`src/asp_pkg.sv`:
```
// ----------------------------------------------------------------------------
// Audio sample pacer package
// Constants, payload types and divider interface types of the pacer.
// ----------------------------------------------------------------------------
package asp_pkg;

    // Pacing constants
    localparam int CYCLES_PER_SAMPLE = 64;
    localparam int FRAME_PAIRS       = 640;
    localparam int RATE_BASE         = 32000;

    // Field widths
    localparam int CYCLE_W = 32;
    localparam int CPS_W   = $clog2(CYCLES_PER_SAMPLE);
    localparam int QUOT_W  = CYCLE_W - CPS_W;
    localparam int PAIR_W  = 10;
    localparam int TOTAL_W = PAIR_W + 1;
    localparam int BAL_W   = 25;
    localparam int DEN_W   = 16;
    localparam int DIV_W   = (QUOT_W > BAL_W) ? QUOT_W : BAL_W;
    localparam int DCNT_W  = $clog2(DIV_W);

    // Rate ratios
    localparam logic [BAL_W-1:0] PAL_NUM  = BAL_W'(RATE_BASE);
    localparam logic [DEN_W-1:0] PAL_DEN  = DEN_W'(50);
    localparam logic [BAL_W-1:0] NTSC_NUM = BAL_W'(995 * RATE_BASE);
    localparam logic [DEN_W-1:0] NTSC_DEN = DEN_W'(59649);

    localparam logic [PAIR_W-1:0] FRAME_PAIRS_V = PAIR_W'(FRAME_PAIRS);

    // Input commands
    typedef enum logic {
        CMD_MID_FRAME = 1'b0,
        CMD_END_FRAME = 1'b1
    } asp_cmd_t;

    // Sequencer states
    typedef enum logic [1:0] {
        ST_IDLE,
        ST_PREP,
        ST_DIV,
        ST_FINISH
    } asp_state_t;

    // Channel payloads
    typedef struct packed {
        logic               command;
        logic [CYCLE_W-1:0] cycle_count;
    } asp_in_item_t;

    typedef struct packed {
        logic [PAIR_W-1:0]  run_samples;
        logic [PAIR_W-1:0]  buffer_offset;
        logic [TOTAL_W-1:0] frame_sample_count;
    } asp_out_item_t;

    // Divider request and response
    typedef struct packed {
        logic             start;
        logic [DIV_W-1:0] dividend;
        logic [DEN_W-1:0] divisor;
    } asp_div_req_t;

    typedef struct packed {
        logic             done;
        logic [DIV_W-1:0] quotient;
        logic [DEN_W-1:0] remainder;
    } asp_div_rsp_t;

endpackage

```
`src/audio_sample_pacer.sv`:
```
// ----------------------------------------------------------------------------
// Audio sample pacer
// Converts CPU cycle counter advances to stereo samples against a per-frame quota and draws
// each next quota from a fractional rate accumulator.
// ----------------------------------------------------------------------------
//  Channel   Signals                      Transfer when
//  input     in_valid, in_stall, in_data  in_valid && !in_stall
//  output    out_valid, out_stall, out_data out_valid && !out_stall
//  config    cfg_wr_en, cfg_wr_data       cfg_wr_en
//
//  One item at a time. An end-of-frame item, or a mid-frame item with a
//  nonzero quota and at least one whole sample, runs the shared 26-bit
//  restoring divider (one bit per cycle); other mid-frame items skip it.
//  No clearing pass after reset. A stalled output holds its result; the
//  sequencer waits in its final step until the output register is free.
// ----------------------------------------------------------------------------
module audio_sample_pacer
    import asp_pkg::*;
(
    input  logic          clk,
    input  logic          rst_n,
    input  logic          in_valid,
    output logic          in_stall,
    input  asp_in_item_t  in_data,
    output logic          out_valid,
    input  logic          out_stall,
    output asp_out_item_t out_data,
    input  logic          cfg_wr_en,
    input  logic          cfg_wr_data
);

    asp_state_t state_reg;
    asp_state_t state_next;

    // Pacing state
    logic               pal_mode_reg;
    logic [CPS_W-1:0]   cyc_rem_reg;
    logic [CYCLE_W-1:0] prev_cycle_reg;
    logic [PAIR_W-1:0]  done_reg;
    logic [PAIR_W-1:0]  quota_reg;
    logic [BAL_W-1:0]   balance_reg;
    logic               use_div_reg;
    logic               out_valid_reg;

    // Latched item
    logic               cmd_reg;
    logic [CYCLE_W-1:0] cycle_reg;
    asp_out_item_t      out_data_reg;

    // Sequencer outputs
    logic in_take;
    logic do_prep;
    logic do_finish;
    logic out_free;

    asp_div_req_t div_req;
    asp_div_rsp_t div_rsp;

    // Datapath helpers
    logic [CYCLE_W-1:0] diff;
    logic [QUOT_W-1:0]  quot;
    logic               mid_div;
    logic [BAL_W-1:0]   cur_num;
    logic [DEN_W-1:0]   cur_den;
    logic [PAIR_W-1:0]  left;
    logic [PAIR_W:0]    raw_samples;
    logic [PAIR_W-1:0]  run_mid;
    logic [PAIR_W-1:0]  new_quota;
    asp_out_item_t      result;

    assign out_free = !out_valid_reg || !out_stall;

    // Next state
    always_comb
    begin
        state_next = state_reg;
        unique case (state_reg)
            ST_IDLE:   if (in_valid) state_next = ST_PREP;
            ST_PREP:   state_next = div_req.start ? ST_DIV : ST_FINISH;
            ST_DIV:    if (div_rsp.done) state_next = ST_FINISH;
            ST_FINISH: if (out_free) state_next = ST_IDLE;
            default:   state_next = ST_IDLE;
        endcase
    end

    // Sequencer outputs
    always_comb
    begin
        in_stall  = 1'b1;
        in_take   = 1'b0;
        do_prep   = 1'b0;
        do_finish = 1'b0;
        unique case (state_reg)
            ST_IDLE:
            begin
                in_stall = 1'b0;
                in_take  = in_valid;
            end
            ST_PREP:   do_prep = 1'b1;
            ST_DIV:    do_finish = 1'b0;
            ST_FINISH: do_finish = out_free;
            default:   in_stall = 1'b1;
        endcase
    end

    // Cycle conversion and divider operands
    always_comb
    begin
        diff    = cycle_reg - prev_cycle_reg + CYCLE_W'(cyc_rem_reg);
        quot    = diff[CYCLE_W-1:CPS_W];
        mid_div = (quota_reg != '0) && (quot != '0);
        cur_num = pal_mode_reg ? PAL_NUM : NTSC_NUM;
        cur_den = pal_mode_reg ? PAL_DEN : NTSC_DEN;

        div_req.start = do_prep && ((cmd_reg == CMD_END_FRAME) || mid_div);
        if (cmd_reg == CMD_END_FRAME)
        begin
            div_req.dividend = DIV_W'(balance_reg);
            div_req.divisor  = cur_den;
        end
        else
        begin
            div_req.dividend = DIV_W'(quot - 1'b1);
            div_req.divisor  = DEN_W'(quota_reg);
        end
    end

    // Clamp the sample count and build the result
    always_comb
    begin
        left        = quota_reg - done_reg;
        raw_samples = use_div_reg ? ({1'b0, div_rsp.remainder[PAIR_W-1:0]} + 1'b1) : '0;
        if (done_reg >= quota_reg)
            run_mid = '0;
        else if (raw_samples > {1'b0, left})
            run_mid = left;
        else
            run_mid = raw_samples[PAIR_W-1:0];

        if (div_rsp.quotient > DIV_W'(FRAME_PAIRS))
            new_quota = FRAME_PAIRS_V;
        else
            new_quota = div_rsp.quotient[PAIR_W-1:0];

        result = '0;
        if (cmd_reg == CMD_END_FRAME)
        begin
            if (quota_reg > done_reg)
            begin
                result.run_samples   = left;
                result.buffer_offset = done_reg;
            end
            result.frame_sample_count = {quota_reg, 1'b0};
        end
        else if (run_mid != '0)
        begin
            result.run_samples   = run_mid;
            result.buffer_offset = done_reg;
        end
    end

    // State register, pacing state, output valid
    always_ff @(posedge clk or negedge rst_n)
    begin
        if (!rst_n)
        begin
            state_reg      <= ST_IDLE;
            pal_mode_reg   <= 1'b0;
            cyc_rem_reg    <= '0;
            prev_cycle_reg <= '0;
            done_reg       <= '0;
            quota_reg      <= '0;
            balance_reg    <= NTSC_NUM;
            use_div_reg    <= 1'b0;
            out_valid_reg  <= 1'b0;
        end
        else
        begin
            state_reg <= state_next;

            // Drop the result once taken, load a new one on finish
            if (do_finish)
                out_valid_reg <= 1'b1;
            else if (out_valid_reg && !out_stall)
                out_valid_reg <= 1'b0;

            if (cfg_wr_en)
            begin
                // Reload the pacing state for the chosen mode
                pal_mode_reg   <= cfg_wr_data;
                cyc_rem_reg    <= '0;
                prev_cycle_reg <= '0;
                done_reg       <= '0;
                quota_reg      <= '0;
                balance_reg    <= cfg_wr_data ? PAL_NUM : NTSC_NUM;
            end
            else
            begin
                if (do_prep)
                begin
                    use_div_reg <= div_req.start;
                    if (cmd_reg == CMD_MID_FRAME)
                    begin
                        cyc_rem_reg    <= diff[CPS_W-1:0];
                        prev_cycle_reg <= cycle_reg;
                    end
                end
                if (do_finish)
                begin
                    if (cmd_reg == CMD_END_FRAME)
                    begin
                        done_reg    <= '0;
                        quota_reg   <= new_quota;
                        balance_reg <= BAL_W'(div_rsp.remainder) + cur_num;
                    end
                    else
                    begin
                        done_reg <= done_reg + run_mid;
                    end
                end
            end
        end
    end

    // Hold the accepted item and the finished result
    always_ff @(posedge clk)
    begin
        if (in_take)
        begin
            cmd_reg   <= in_data.command;
            cycle_reg <= in_data.cycle_count;
        end
        if (do_finish)
            out_data_reg <= result;
    end

    asp_div u_div (
        .clk   (clk),
        .rst_n (rst_n),
        .req   (div_req),
        .rsp   (div_rsp)
    );

    assign out_valid = out_valid_reg;
    assign out_data  = out_data_reg;

endmodule

```
`src/asp_div.sv`:
```
// ----------------------------------------------------------------------------
// Audio sample pacer divider
// Restoring divider, one quotient bit per cycle, shared by both commands.
// ----------------------------------------------------------------------------
module asp_div
    import asp_pkg::*;
(
    input  logic         clk,
    input  logic         rst_n,
    input  asp_div_req_t req,
    output asp_div_rsp_t rsp
);

    logic [DIV_W-1:0]  quo_reg;
    logic [DIV_W-1:0]  quo_next;
    logic [DEN_W-1:0]  rem_reg;
    logic [DEN_W-1:0]  rem_next;
    logic [DEN_W-1:0]  den_reg;
    logic [DCNT_W-1:0] cnt_reg;
    logic              busy_reg;
    logic              done_reg;
    logic [DEN_W:0]    trial;
    logic              fits;

    // Shift in the next dividend bit and try a subtract
    always_comb
    begin
        trial    = {rem_reg, quo_reg[DIV_W-1]};
        fits     = (trial >= {1'b0, den_reg});
        rem_next = fits ? DEN_W'(trial - {1'b0, den_reg}) : trial[DEN_W-1:0];
        quo_next = {quo_reg[DIV_W-2:0], fits};
    end

    // Control: busy flag, step count, done pulse
    always_ff @(posedge clk or negedge rst_n)
    begin
        if (!rst_n)
        begin
            busy_reg <= 1'b0;
            done_reg <= 1'b0;
            cnt_reg  <= '0;
        end
        else
        begin
            done_reg <= 1'b0;
            if (req.start)
            begin
                busy_reg <= 1'b1;
                cnt_reg  <= DCNT_W'(DIV_W - 1);
            end
            else if (busy_reg)
            begin
                cnt_reg <= cnt_reg - 1'b1;
                if (cnt_reg == '0)
                begin
                    busy_reg <= 1'b0;
                    done_reg <= 1'b1;
                end
            end
        end
    end

    // Datapath: load operands, then advance one bit a cycle
    always_ff @(posedge clk)
    begin
        if (req.start)
        begin
            quo_reg <= req.dividend;
            rem_reg <= '0;
            den_reg <= req.divisor;
        end
        else if (busy_reg)
        begin
            quo_reg <= quo_next;
            rem_reg <= rem_next;
        end
    end

    assign rsp.done      = done_reg;
    assign rsp.quotient  = quo_reg;
    assign rsp.remainder = rem_reg;

endmodule

```
`config.mk`:
```
export PLATFORM = sky130hd
export DESIGN_NAME = audio_sample_pacer
export DESIGN_NICKNAME = d
export VERILOG_FILES = /design/src/asp_pkg.sv /design/src/audio_sample_pacer.sv /design/src/asp_div.sv
export SDC_FILE = /design/constraint.sdc
export NUM_CORES = 1
export LEC_CHECK = 0
export ABC_AREA = 1
export BUFFER_PORTS_ARGS = -buffer_cell sky130_fd_sc_hd__buf_4
export CORE_MARGIN = 2
export CORE_UTILIZATION = 30
export DETAILED_ROUTE_END_ITERATION = 8
export PLACE_DENSITY = 0.42
export SLEW_MARGIN = 25
export SYNTH_ARGS = -nofsm -noshare
export SYNTH_HDL_FRONTEND = slang
export SYNTH_SLANG_ARGS = --single-unit
```
`constraint.sdc`:
```
create_clock -name clk -period 7 [get_ports clk]
set_clock_uncertainty 0.1 [all_clocks]
set_input_delay 1.05 -clock clk [delete_from_list [all_inputs] [get_ports clk]]
set_output_delay 1.05 -clock clk [all_outputs]
set_load 0.02 [all_outputs]
```
# Yosys cells after proc, flatten, opt, wreduce, memory -nomap -nowiden
# Cells that the tools add are included.
[totals]
mem_bits_ro = 0
out_inout_bits = 33
wordCells = 113
n_memories = 0
latch_bits = 0
regBits = 217
ramBits = 0
[classes]
n_mul = 0
reduce_logical = 21
mux = 48
n_shift = 0
bitwise_logic = 1
n_lt_le_gt_ge = 5
add_sub_neg = 9
div = 0
eq_ne = 7
[ops]
columns = ["cell", "n"]
rows = [
  ["2-to-1 mux 25 bit", 5],
  ["2-to-1 mux 32 bit", 3],
  ["2-to-1 mux 10 bit", 9],
  ["2-to-1 mux 20 bit", 3],
  ["2-to-1 mux 26 bit", 2],
  ["2-to-1 mux 42 bit", 1],
  ["adder 32 x 6 -> 32 bit", 1],
  ["2-to-1 mux 16 bit", 2],
  ["subtractor 32 bit", 1],
  ["> comparator 26 x 10 -> 1 bit (second input constant)", 1],
  ["nonzero test 26 bit", 1],
  ["subtractor 26 x 1 -> 26 bit (second input constant)", 1],
  ["adder 16 x 25 -> 25 bit", 1],
  ["nonzero test 10 bit", 2],
  ["2-to-1 mux 6 bit", 3],
  [">= comparator 17 x 16 -> 1 bit", 1],
  ["subtractor 16 bit", 1],
  ["2-to-1 mux 1 bit", 13],
  ["adder 10 x 1 -> 11 bit (second input constant)", 1],
  ["> comparator 11 x 10 -> 1 bit", 1],
  ["2-to-1 mux 11 bit", 1],
  ["adder 10 bit", 1],
  [">= comparator 10 bit", 1],
  ["> comparator 10 bit", 1],
  ["18 further kinds", 34],
]

# Logic depth before layout (Yosys ltp)
[depth]
word_depth = 9
ltp_mapped = 37
mapped_depth_nobuf = 37

# Modules after synthesis
# Synthesis repeated with hierarchy kept, for this count alone.
[hier_totals]
hier_cells = 2075
area_unflattened_um2 = 15249.6
[by_module_without_submodules]
columns = ["mod", "cells_per_inst", "n_inst", "area_each_um2", "seq_area_each_um2"]
rows = [
  ["audio_sample_pacer", 1586, 1, 11481.0, 3953.8],
  ["asp_div", 489, 1, 3768.6, 1756.7],
]

# Least setup slack after synthesis
# No wires, ideal clock.
[synth_path]
path_type = "register to register"
startpoint = "register done_reg[0]"
endpoint = "register done_reg[8]"
setup_ns = 0.130
period_less_slack_ns = 5.010
path_stages_with_launch = 36
arrival_ns = 4.781
setup_slack_ns = 1.990
n_path_buf = 1
cell_sequence = "dfrtp_1 ha_1 fa_1 o21ai_0 a21oi_1 o21ai_0 xor2_1 ha_1 a21o_1 nor2_1 nand2_1 nand2_1 nand2_1 nand2_1 nand2_1 nand2_1 nand2_2 buf_6 o21ai_0 nand2_1 inv_1 ha_1 inv_1 fa_1 o21ai_0 a21oi_1 nor2_1 nor2_1 nor2_1 nor2_1 nor2_1 nor2_1 nor2_1 o21ai_0 nand2_1 o22ai_1"
[synth_via]
elab_chain_len = 8
[synth_rtl]
columns = ["item", "line_no", "source"]
rows = [
  ["from (decl)", "audio_sample_pacer.sv:39", "logic [PAIR_W-1:0] done_reg;"],
  ["from (signal assigned)", "audio_sample_pacer.sv:218", "done_reg <= done_reg + run_mid;"],
  ["subtractor 10 bit", "audio_sample_pacer.sv:131", "left = quota_reg - done_reg;"],
  ["> comparator 11 x 10 -> 1 bit", "audio_sample_pacer.sv:135", "else if (raw_samples > {1'b0, left})"],
  ["2-to-1 mux 10 bit", "audio_sample_pacer.sv:135", ""],
  ["2-to-1 mux 10 bit", "audio_sample_pacer.sv:133", "if (done_reg >= quota_reg)"],
  ["adder 10 bit (*)", "audio_sample_pacer.sv:218", ""],
  ["2-to-1 mux 10 bit (*)", "audio_sample_pacer.sv:210", "if (cmd_reg == CMD_END_FRAME)"],
  ["2-to-1 mux 10 bit (*)", "audio_sample_pacer.sv:208", "if (do_finish)"],
  ["2-to-1 mux 10 bit (*)", "audio_sample_pacer.sv:187", "if (cfg_wr_en)"],
]
# Mark *: on every way between the ends. The rest lies on a longest branch, timed or not. The select of a mux whose other input is x is not followed.
# A chain may end at the register's enable or synchronous reset.

# Worst setup path in the final report
[layout_path]
startpoint = "register quota_reg[0]"
endpoint = "register done_reg[8]"
[layout_via]
elab_chain_len = 8
[layout_rtl]
columns = ["item", "line_no", "source"]
rows = [
  ["from (decl)", "audio_sample_pacer.sv:40", "logic [PAIR_W-1:0] quota_reg;"],
  ["from (signal assigned)", "audio_sample_pacer.sv:213", "quota_reg <= new_quota;"],
  ["subtractor 10 bit", "audio_sample_pacer.sv:131", ""],
  ["> comparator 11 x 10 -> 1 bit", "audio_sample_pacer.sv:135", ""],
  ["2-to-1 mux 10 bit", "audio_sample_pacer.sv:135", ""],
  ["2-to-1 mux 10 bit (*)", "audio_sample_pacer.sv:133", ""],
  ["adder 10 bit (*)", "audio_sample_pacer.sv:218", ""],
  ["2-to-1 mux 10 bit (*)", "audio_sample_pacer.sv:210", ""],
  ["2-to-1 mux 10 bit (*)", "audio_sample_pacer.sv:208", ""],
  ["2-to-1 mux 10 bit (*)", "audio_sample_pacer.sv:187", ""],
]
# Marks and branches as above.

==> flow_summary.ini <==
[cells_and_area]
area_delta_synth_final_pct = 13.9
drive_gt1_frac = 0.105
fin_util = 0.345
final_cells = 2719
final_area_um2 = 16800
nFillCells = 5232
diodes = 0
nets = 2198
most-common-layout-cells = nand2_1 (547), inv_1 (326), nand3_1 (149)
layout_commonest_cell = nand2_1

[floorplan]
die_x_um = 226
row_count = 81
initial_core_util = 0.302
io_pins = 72
die_y_um = 226
dieArea_um2 = 50900
core_area_um2 = 48700

[worst_setup_path]
slowest_delay_ns = 0.42
cp_max_fo = 14
cp.arrival_ns = 6.18
reg2reg_slack_ns = 1.15
rr_endpoint = done_reg[8]
start_kind = flop
worst_r2r_path_depth = 35
critPathCapture = done_reg[8]
cp_data_required_time_ns = 7.33
cp_slowest_cell = o21ai_0
worstSetupPathType = flop to flop
worst_r2r_startpoint = quota_reg[0]
crit_start = quota_reg[0]
crit_path_end_kind = flop

[detailed_routing]
vias_per_cell = 4.67
ant_nets = 0
drt_iter0_drc = 757
post_drt_wl_per_cell_um = 15.7
vias = 12700
drc = 0
wirelength_um = 42600
firstDrtPassIters = 5

[global_routing]
grt_pass1_wl_um = 68600
grt_max_degree = 61
overflow = 0
antenna_found_initial = 0
grt_pass1_vias = 12700
track_usage = 0.171

[sta]
finalSetupViolCount = 0
tightestPinTransition_ns = 0.850
post-route-min-period_ns = 5.85
grt_setup_unrepaired = false
tns_ns = 0
whs_ns = 0.348
fin_crit_sh = 0.836
slew_headroom = 0.433
slew_viol_final = 0
fmax_ghz = 0.171
finalHoldViolations = 0
setup_slack_ns = 1.15

[synth]
syn_inst = 1967
synth_area_um2 = 14700
synth_cell_types = 61
synth-seq-area-share = 0.377
ys_seq_elements = 205
synth_edf_count = 100
ys_async_sr_fraction = 0.434
avgSynthCellArea_um2 = 7.50
synth-main-ff-cell = edfxtp_1
ys_warn_count = 0
synthesis.nets = 2130

[placed_design]
placement.io_buffers = 70
dpl_cell_area_um2 = 16000
dpl.cell_count = 2671
pre_cts_ws_ns = 1.25
gp_congestion = 0.834
hpwl_um = 32800

[run_status]
status = complete, no violations

[clock_network]
post_cts_buffers = 0
clock_path_buffers = 3
cts_root_buf = clkbuf_16
tritoncts = built
clock_latency_ns = 0.56
h-tree-depth = 1
cts_buffers = 26
cts_resized = 0
clock_sinks = 205
holdBufCountCts = 0
cts.reportedPaths.clkPinSlew_ns = 0.06

[power_and_ir_drop]
powerDensity_nw_per_um2 = 520
max-vdd-ir-drop_uv = 176
total_power_mw = 8.74
p_leak_nw = 8.19

[min_path]
hold_path_class = primary input to asynchronous set/reset pin

[run]
drv_cap = 0
## layer usage
metal | GRT usage | up-vias | routed length [um]
met5 | 0 | - | 0
li1 | - | 6508 | -
met2 | 0.295 | 201 | 19900
met3 | 0.0202 | 64 | 1550
met4 | 0.0560 | 0 | 1260
met1 | 0.223 | 5913 | 19900
## area by class of cell
type                    instances  area, um^2  area share
clock buffers                  38         757      0.0451
clock inverters                10        77.6     0.00462
inverters                     331        1240      0.0740
multi-input cells            1390        7720       0.460
flip-flops and latches        205        5560       0.331
well taps                     664         831      0.0495
repair buffers                 81         608      0.0362
## worst min path at each step
stage	slack, ns	to	from	depth (start not counted)
2_1_floorplan	0.34	balance_reg[1]	balance_reg[1]	2
3_3_place_gp	0.36	balance_reg[15]	balance_reg[15]	2
3_5_place_dp	0.36	balance_reg[15]	balance_reg[15]	2
4_1_cts	0.34	prev_cycle_reg[6]	rst_n	1
5_1_grt	0.36	prev_cycle_reg[5]	rst_n	1
6_report	0.35	prev_cycle_reg[4]	rst_n	1
## kinds of logic (layout without fill, tap and decap cells)
family	after synthesis	count (layout)	share of synthesized area
and+or+nand+nor	950	950	0.278
other	1	1	0.000254
DFF	205	205	0.377
AOI/OAI and AO/OA	268	268	0.106
adders and majority gates	124	124	0.110
xor gates and xnor gates	44	44	0.0266
buffers and inverters	372	460	0.100
muxes	3	3	0.00204
## critical path, delay by kind of cell (launching register included)
| kind | cells | cell delay [ns] |
|---|---|---|
| flip-flops | 1 | 0.38 |
| AND/OR/NAND/NOR | 17 | 1.54 |
| XOR/XNOR | 1 | 0.31 |
| buffers and inverters | 3 | 0.26 |
| AO/OA/AOI/OAI | 9 | 1.58 |
| adder cells (fa/ha/maj) | 5 | 1.54 |
## power breakdown
part	leakage, nW	switching, mW	total (mW)	internal, mW
combinational	5.50	3.55	5.35	1.80
clock	0.407	0.552	1.33	0.782
sequential	2.28	0.285	2.06	1.77
total	8.19	4.38	8.74	4.36
## Yosys cell counts (3+ instances only)
library cell	instances	area, um^2
dfxtp_1	16	320
o21bai_1	4	30.0
buf_6	6	67.6
nor4_1	5	31.3
nor2_1	146	548
dfrtp_1	81	2030
a21oi_2	15	131
nand4_1	18	113
ha_1	114	1430
edfxtp_1	100	3000
nor2_4	5	56.3
nand2_2	16	100
a21o_1	4	30.0
clkbuf_1	25	93.8
mux2i_1	3	30.0
nor2_2	17	106
o211ai_1	4	30.0
o22ai_1	31	194
and2_1	6	37.5
buf_2	3	15.0
fa_1	10	200
nand2_1	547	2050
o21ai_2	9	78.8
o21ai_0	109	546
a21oi_1	74	370
nand3_1	149	746
or2_2	3	18.8
xnor2_1	14	123
nor3_1	21	105
xor2_1	29	254
inv_1	327	1230
nand3_2	7	70.1
buf_1	4	15.0
dfstp_2	8	210
(Power assumes the default switching activity.)
